**src/rtl/brf_pkg.sv**
```systemverilog
// Shared types and codes for the byte ring FIFO block.
`default_nettype none

package brf_pkg;

   localparam int FIELD_W    = 12;
   localparam int CSR_W      = 13;
   localparam int RESET_RING = 4096;

   localparam logic [1:0] FUNC_WR   = 2'd0;
   localparam logic [1:0] FUNC_RD   = 2'd1;
   localparam logic [1:0] FUNC_MORE = 2'd2;
   localparam logic [1:0] FUNC_NOP  = 2'd3;

   localparam logic [1:0] ST_OK          = 2'd0;
   localparam logic [1:0] ST_WR_REFUSED  = 2'd1;
   localparam logic [1:0] ST_RD_REFUSED  = 2'd2;
   localparam logic [1:0] ST_DROPPED     = 2'd3;

   typedef struct packed {
      logic [1:0]         status;
      logic [FIELD_W-1:0] valid_len;
      logic [FIELD_W-1:0] free_space;
      logic               is_empty;
      logic               is_full;
      logic               more_flag;
      logic               block_done;
      logic               rd_hit;
   } rsp_info_type;

endpackage

`default_nettype wire

```
**src/rtl/brf_ctrl.sv**
```systemverilog
// Pointer, block counter and status logic of the byte ring FIFO.
`default_nettype none

module brf_ctrl
   import brf_pkg::*;
#(
   parameter int RING_DEPTH = 4096
) (
   input  wire logic                          clock,
   input  wire logic                          reset,
   input  wire logic                          csr_wr_en,
   input  wire logic [CSR_W-1:0]              csr_wr_data,
   input  wire logic                          item_take,
   input  wire logic [1:0]                    func,
   input  wire logic [7:0]                    wr_byte,
   input  wire logic [FIELD_W-1:0]            block_len,
   input  wire logic                          first,
   input  wire logic                          more_value,
   output rsp_info_type                       info,
   output logic                               mem_we,
   output logic                               mem_re,
   output logic      [$clog2(RING_DEPTH)-1:0] mem_addr,
   output logic      [7:0]                    mem_wdata
);

   localparam int PTR_W   = $clog2(RING_DEPTH);
   localparam int CMP_W   = (PTR_W > FIELD_W) ? PTR_W : FIELD_W;
   localparam int RESET_N = (RING_DEPTH < RESET_RING) ? RING_DEPTH : RESET_RING;

   logic [PTR_W-1:0]   last_ff, last_in;     // ring size minus one
   logic [PTR_W-1:0]   rd_ptr_ff, rd_ptr_in;
   logic [PTR_W-1:0]   cm_ptr_ff, cm_ptr_in;
   logic [PTR_W-1:0]   pd_ptr_ff, pd_ptr_in;
   logic [FIELD_W-1:0] wr_rem_ff, wr_rem_in;
   logic [FIELD_W-1:0] rd_rem_ff, rd_rem_in;
   logic               more_ff, more_in;

   logic [PTR_W-1:0]   held_cur;
   logic [PTR_W-1:0]   free_cur;
   logic [PTR_W-1:0]   held_nxt;

   logic [1:0]         status_c;
   logic               done_c;
   logic               hit_c;

   function automatic logic [PTR_W-1:0] adv(input logic [PTR_W-1:0] p,
                                            input logic [PTR_W-1:0] last);
      return (p == last) ? '0 : PTR_W'(p + 1'b1);
   endfunction

   // wrap arithmetic: a ring of exactly 2**PTR_W adds zero
   function automatic logic [PTR_W-1:0] held(input logic [PTR_W-1:0] c,
                                             input logic [PTR_W-1:0] r,
                                             input logic [PTR_W-1:0] last);
      return PTR_W'(c - r + ((c < r) ? PTR_W'(last + 1'b1) : PTR_W'(0)));
   endfunction

   always_comb begin
      if (32'(csr_wr_data) < 2) begin
         last_in = PTR_W'(1);
      end else if (32'(csr_wr_data) > RING_DEPTH) begin
         last_in = PTR_W'(RING_DEPTH - 1);
      end else begin
         last_in = PTR_W'(csr_wr_data - 1'b1);
      end
   end

   assign held_cur = held(cm_ptr_ff, rd_ptr_ff, last_ff);
   assign free_cur = last_ff - held_cur;

   always_comb begin
      rd_ptr_in = rd_ptr_ff;
      cm_ptr_in = cm_ptr_ff;
      pd_ptr_in = pd_ptr_ff;
      wr_rem_in = wr_rem_ff;
      rd_rem_in = rd_rem_ff;
      more_in   = more_ff;
      status_c  = ST_OK;
      done_c    = 1'b0;
      hit_c     = 1'b0;
      mem_we    = 1'b0;
      mem_re    = 1'b0;
      mem_addr  = pd_ptr_ff;
      mem_wdata = wr_byte;
      case (func)
         FUNC_WR: begin
            if (first) begin
               // a new block abandons any open one
               pd_ptr_in = cm_ptr_ff;
               if (block_len == '0 || CMP_W'(free_cur) < CMP_W'(block_len)) begin
                  wr_rem_in = '0;
                  status_c  = ST_WR_REFUSED;
               end else begin
                  wr_rem_in = block_len;
               end
            end else if (wr_rem_ff == '0) begin
               status_c = ST_DROPPED;
            end
            if (status_c == ST_OK) begin
               mem_we    = item_take;
               mem_addr  = pd_ptr_in;
               pd_ptr_in = adv(pd_ptr_in, last_ff);
               wr_rem_in = wr_rem_in - 1'b1;
               if (wr_rem_in == '0) begin
                  cm_ptr_in = pd_ptr_in;
                  done_c    = 1'b1;
               end
            end
         end
         FUNC_RD: begin
            if (first) begin
               if (block_len == '0 || CMP_W'(held_cur) < CMP_W'(block_len)) begin
                  rd_rem_in = '0;
                  status_c  = ST_RD_REFUSED;
               end else begin
                  rd_rem_in = block_len;
               end
            end else if (rd_rem_ff == '0) begin
               status_c = ST_DROPPED;
            end
            if (status_c == ST_OK) begin
               mem_re    = item_take;
               mem_addr  = rd_ptr_ff;
               hit_c     = 1'b1;
               rd_ptr_in = adv(rd_ptr_ff, last_ff);
               rd_rem_in = rd_rem_in - 1'b1;
               if (rd_rem_in == '0) begin
                  done_c = 1'b1;
               end
            end
         end
         FUNC_MORE: begin
            more_in = more_value;
         end
         default: begin
         end
      endcase
   end

   assign held_nxt = held(cm_ptr_in, rd_ptr_in, last_ff);
   assign info     = '{status:     status_c,
                       valid_len:  FIELD_W'(held_nxt),
                       free_space: FIELD_W'(last_ff - held_nxt),
                       is_empty:   (cm_ptr_in == rd_ptr_in),
                       is_full:    (adv(cm_ptr_in, last_ff) == rd_ptr_in),
                       more_flag:  more_in,
                       block_done: done_c,
                       rd_hit:     hit_c};

   always_ff @(posedge clock) begin
      if (reset) begin
         last_ff   <= PTR_W'(RESET_N - 1);
         rd_ptr_ff <= '0;
         cm_ptr_ff <= '0;
         pd_ptr_ff <= '0;
         wr_rem_ff <= '0;
         rd_rem_ff <= '0;
         more_ff   <= 1'b1;
      end else if (csr_wr_en) begin
         last_ff   <= last_in;
         rd_ptr_ff <= '0;
         cm_ptr_ff <= '0;
         pd_ptr_ff <= '0;
         wr_rem_ff <= '0;
         rd_rem_ff <= '0;
      end else if (item_take) begin
         rd_ptr_ff <= rd_ptr_in;
         cm_ptr_ff <= cm_ptr_in;
         pd_ptr_ff <= pd_ptr_in;
         wr_rem_ff <= wr_rem_in;
         rd_rem_ff <= rd_rem_in;
         more_ff   <= more_in;
      end
   end

   a_rd_ptr_in_ring: assert property (@(posedge clock) disable iff (reset)
      rd_ptr_ff <= last_ff) else $error("read pointer beyond ring");

   a_cm_ptr_in_ring: assert property (@(posedge clock) disable iff (reset)
      cm_ptr_ff <= last_ff) else $error("commit pointer beyond ring");

   // an open write block always fits in the space left ahead of its pending pointer
   a_wr_block_fits: assert property (@(posedge clock) disable iff (reset)
      CMP_W'(wr_rem_ff) + CMP_W'(held(pd_ptr_ff, cm_ptr_ff, last_ff)) <= CMP_W'(free_cur))
      else $error("open write block overruns free space");

   a_rd_block_fits: assert property (@(posedge clock) disable iff (reset)
      CMP_W'(rd_rem_ff) <= CMP_W'(held_cur))
      else $error("open read block exceeds held data");

endmodule

`default_nettype wire

```
**config.mk**
```make
export PLATFORM = sky130hd
export DESIGN_NAME = brf_ctrl
export DESIGN_NICKNAME = d
export VERILOG_FILES = /design/src/rtl/brf_pkg.sv /design/src/rtl/brf_ctrl.sv
export SDC_FILE = /design/constraint.sdc
export NUM_CORES = 1
export LEC_CHECK = 0
export ABC_AREA = 1
export BUFFER_PORTS_ARGS = -buffer_cell sky130_fd_sc_hd__buf_2
export CAP_MARGIN = 20
export CORE_MARGIN = 1
export CORE_UTILIZATION = 49
export CTS_CLUSTER_SIZE = 25
export DETAILED_ROUTE_END_ITERATION = 7
export PLACE_DENSITY = 0.68
export SYNTH_ARGS = -nofsm -noshare
export SYNTH_HDL_FRONTEND = slang
export SYNTH_SLANG_ARGS = --single-unit
```
**constraint.sdc**
```tcl
create_clock -name clock -period 21.4 [get_ports clock]
set_input_delay 4.28 -clock clock [delete_from_list [all_inputs] [get_ports clock]]
set_output_delay 4.28 -clock clock [all_outputs]
set_load 0.02 [all_outputs]
```
==> flow_summary.toml <==
[route]
drcViolationCount = 0
viasPerCell = 5.52
ant_nets = 0
firstDrtPassIters = 6
vias = 11000
routed_wl_mm = 34.1
detailedRoute.firstIterationViolations = 915
detail_route.wl_per_cell_um = 17.1

[clock_network]
cts-resized-gates = 0
htree_num_levels = 3
cts.path.max_buffers = 2
tritoncts_clock_tree = "yes"
cts_setup_buffers = 0
clockRootBuffer = "sky130_fd_sc_hd__clkbuf_16"
number_of_clock_sinks_seen_by_cts = 73
insertion_delay_to_the_later_sink_of_the_worst_skew_pair_ns = 0.36
cts.reportedPaths.clkPinSlew_ns = 0.06
tritoncts.num_buffers = 9
cts_hold_buffers = 0

[synthesis]
synthMostInstantiatedCell = "sky130_fd_sc_hd__nand2_1"
synth_area_per_cell_um2 = 6.21
netlist_instances = 1680
synth.cells.most_frequent = "434 x sky130_fd_sc_hd__nand2_1, 283 x sky130_fd_sc_hd__inv_1, 144 x sky130_fd_sc_hd__a21oi_1"
synth.cell_area_mm2 = 0.0104
main_area_contributors_after_synthesis = "sky130_fd_sc_hd__nand2_1 16%, sky130_fd_sc_hd__dfxtp_1 14%, sky130_fd_sc_hd__ha_1 12%"
synth.largest_area_cell = "sky130_fd_sc_hd__nand2_1"
synthArstFlopShare_pct = 0
netlist-cell-type-count = 57
yosys_warnings = 0
synth-main-ff-cell = "sky130_fd_sc_hd__dfxtp_1"
yosys.area.top_type_share_pct = 15.6
synth_enable_flop_cells = 0
portion_of_the_post_synthesis_area_used_by_sequential_elements_pct = 14.0
number_of_nets_produced_by_synthesis = 1841
synth.ff_latch_count = 73

[power]
cellLeakagePower_nw = 5.60
vdd_ir_drop_max_mv = 0.126
power_density_mw_per_mm2 = 119

[layout]
n_antenna_cell = 0
layout-drive-gt1-share_pct = 9.53
syn2layout_area_growth_pct = 7.42
post_layout_nonfiller_instances = 1996
design.final.nets = 1877

[worst_setup_path]
critPathLaunchType = "flop"
worst-r2r-setup-slack_ns = 11.81
worst_ep_required_time_ns = 17.12
rr_worst_depth = 58
worstReg2RegStart = "rd_ptr_ff[1]"
critPathSlowestCell = "sky130_fd_sc_hd__nor2_2"
cp_max_fo = 25
path_common_cell = "sky130_fd_sc_hd__nand2_1"
worstSetupEndpointType = "output port"
critical_path_class = "reg -> out"
worst_r2r_endpoint = "cm_ptr_ff[0]"
worstPathArrival_ns = 14.37
crit_path_max_incr_delay_ns = 0.64

[grt]
first_global_vias = 10200
globalRoute.totalOverflow = 0
groute.usage.overall_pct = 31.8
grt_start_max_net_pins = 47
grt_first_pass_wirelength_mm = 53.9
antenna_found_initial = 0

[die]
floorplan.die.width_um = 148
die-area_mm2 = 0.0219
io_pins = 94
initial_util_pct = 49.8
die_h_um = 148
site_rows = 53
core_area_mm2 = 0.0210

[place]
placed_cells_incl_taps = 1978
portbufs = 77
gp_congestion = 0.936
detailedPlacementHpwl_mm = 27.4

[job]
timing.max_cap.violations = 0

[hold_path]
timing.hold.worst.class = "reg -> reg"
timing.hold.worst.start = "pd_ptr_ff[4]"
min_delay_worst_endpoint = "pd_ptr_ff[4]"
worst_hold_path.num_cells = 2

[timing]
final-setup-viol-count = 0
final.min_clock_period_ns = 18.65
setup_repair_after_global_routing_missed_its_margin = "no"
timing.final.hold_violations = 0
period_share_pct = 87.2
finalSetupTns_ns = 0
timing.clock.skew_ns = 0.00813
worst_max_slew_pin_slew_ns = 1.07
max_slew_margin_vs_limit_pct = 28.2
timing.final.max_slew_violations = 0
timing.fmax_ghz = 0.0536

[status]
status = "finished, final reports clean"
report_power, final:
part | switching, W | leakage, nW | total (W) | internal [W]
logic | 0.000660 | 4.85 | 0.00101 | 0.000351
registers | 0.0000102 | 0.593 | 0.000151 | 0.000141
clock network | 0.0000669 | 0.159 | 0.000173 | 0.000106
total | 0.000737 | 5.60 | 0.00134 | 0.000598
stage by stage:
| step | hold WS [ns] | area (µm²) | worst slack, ns | total power [W] | utilization [%] |
|---|---|---|---|---|---|
| after CTS | 0.469 | 11200 | 2.35 | 0.00133 | 53.4 |
| after floorplan | 0.445 | 10400 | 4.60 | 0.000938 | - |
| after global routing | 0.496 | 11200 | 1.52 | 0.00147 | 53.5 |
| after global placement | 0.455 | 10900 | 3.18 | 0.00114 | 51.9 |
| after detailed placement | 0.460 | 10900 | 2.77 | 0.00116 | 51.9 |
| final | 0.473 | 11200 | 2.75 | 0.00134 | 53.5 |
cells in the final DEF (no fill, tap or decap), types with 3 or more instances in the layout:
cell type | netlist | routed
sky130_fd_sc_hd__o221ai_1 | 5 | 5
sky130_fd_sc_hd__o31ai_1 | 4 | 4
sky130_fd_sc_hd__nor2_2 | 3 | 3
sky130_fd_sc_hd__ha_1 | 96 | 96
sky130_fd_sc_hd__nand3_1 | 84 | 84
sky130_fd_sc_hd__nand2_1 | 434 | 434
sky130_fd_sc_hd__a22oi_1 | 6 | 6
sky130_fd_sc_hd__o21a_1 | 9 | 9
sky130_fd_sc_hd__nand2_4 | 4 | 4
sky130_fd_sc_hd__nand3_2 | 12 | 12
sky130_fd_sc_hd__a21o_1 | 6 | 6
sky130_fd_sc_hd__nand3b_1 | 5 | 5
sky130_fd_sc_hd__clkbuf_16 | 0 | 9
sky130_fd_sc_hd__dfxtp_1 | 73 | 73
sky130_fd_sc_hd__buf_2 | 2 | 77
sky130_fd_sc_hd__xnor2_1 | 15 | 15
sky130_fd_sc_hd__or2_2 | 8 | 8
sky130_fd_sc_hd__inv_1 | 283 | 283
sky130_fd_sc_hd__inv_2 | 3 | 3
sky130_fd_sc_hd__buf_4 | 13 | 10
sky130_fd_sc_hd__fa_1 | 24 | 24
sky130_fd_sc_hd__nand4_1 | 27 | 27
sky130_fd_sc_hd__nor2_1 | 101 | 101
sky130_fd_sc_hd__nand2_2 | 17 | 17
sky130_fd_sc_hd__a21oi_1 | 144 | 144
sky130_fd_sc_hd__xor2_1 | 71 | 71
sky130_fd_sc_hd__o21bai_1 | 5 | 5
sky130_fd_sc_hd__o211ai_1 | 13 | 13
sky130_fd_sc_hd__a221oi_1 | 8 | 8
sky130_fd_sc_hd__nor3_1 | 15 | 15
sky130_fd_sc_hd__clkinv_1 | 8 | 8
sky130_fd_sc_hd__nor4_1 | 10 | 10
sky130_fd_sc_hd__o21ai_1 | 10 | 10
sky130_fd_sc_hd__o21ai_0 | 88 | 88
state kept, by name (all words and copies together), names as in the netlist:
register	cells
cm_ptr_ff	12
last_ff	12
pd_ptr_ff	12
rd_ptr_ff	12
rd_rem_ff	12
wr_rem_ff	12
more_ff	1
cells by family (layout without fill, tap and decap cells):
logic type | after synthesis | in the layout | share of synthesized area (%)
DFF | 73 | 73 | 14.0
xor gates and xnor gates | 86 | 86 | 7.22
AOI/OAI and AO/OA | 314 | 314 | 17.7
adders and majority gates | 120 | 120 | 16.1
buffers and inverters | 356 | 397 | 14.0
and+or+nand+nor | 731 | 731 | 30.9
critical path, delay by kind of cell, from the launching register on:
kind            cells  cell delay, ns
buf+inv            13            1.33
xor+xnor            5            0.88
compound gates     26            4.15
fa+ha+maj          10            3.77
simple gates       25            3.39
flops               1            0.45
how the worst max path moves through the flow:
stage | startpoint | to | slack (ns) | cells after the start
final | rd_ptr_ff[1] | info[16] | 2.75 | 79
after global routing | rd_ptr_ff[1] | info[16] | 1.52 | 79
after CTS | rd_ptr_ff[1] | info[16] | 2.35 | 78
after floorplan | rd_ptr_ff[1] | info[16] | 4.60 | 85
after detailed placement | rd_ptr_ff[1] | info[16] | 2.77 | 78
after global placement | rd_ptr_ff[1] | info[16] | 3.18 | 78
routing by layer:
| layer | up-vias | GRT usage [%] | part of all wire, % | wire length (µm) |
|---|---|---|---|---|
| met5 | - | 0 | 0 | 0 |
| met4 | 0 | 14.6 | 4.6 | 1560 |
| met3 | 100 | 4.04 | 6.7 | 2280 |
| met2 | 435 | 52.5 | 45 | 15500 |
| met1 | 4997 | 41.0 | 43 | 14800 |
| li1 | 5483 | - | - | - |
final cells by class:
cell class | count | area (µm²)
multi-input cells | 1251 | 7510
repair buffers | 87 | 460
clock inverters | 6 | 90.1
flip-flops and latches | 73 | 1460
well taps | 275 | 344
fillers | 2226 | 9750
clock buffers | 10 | 239
inverters | 294 | 1100
(Power assumes the default switching activity.)
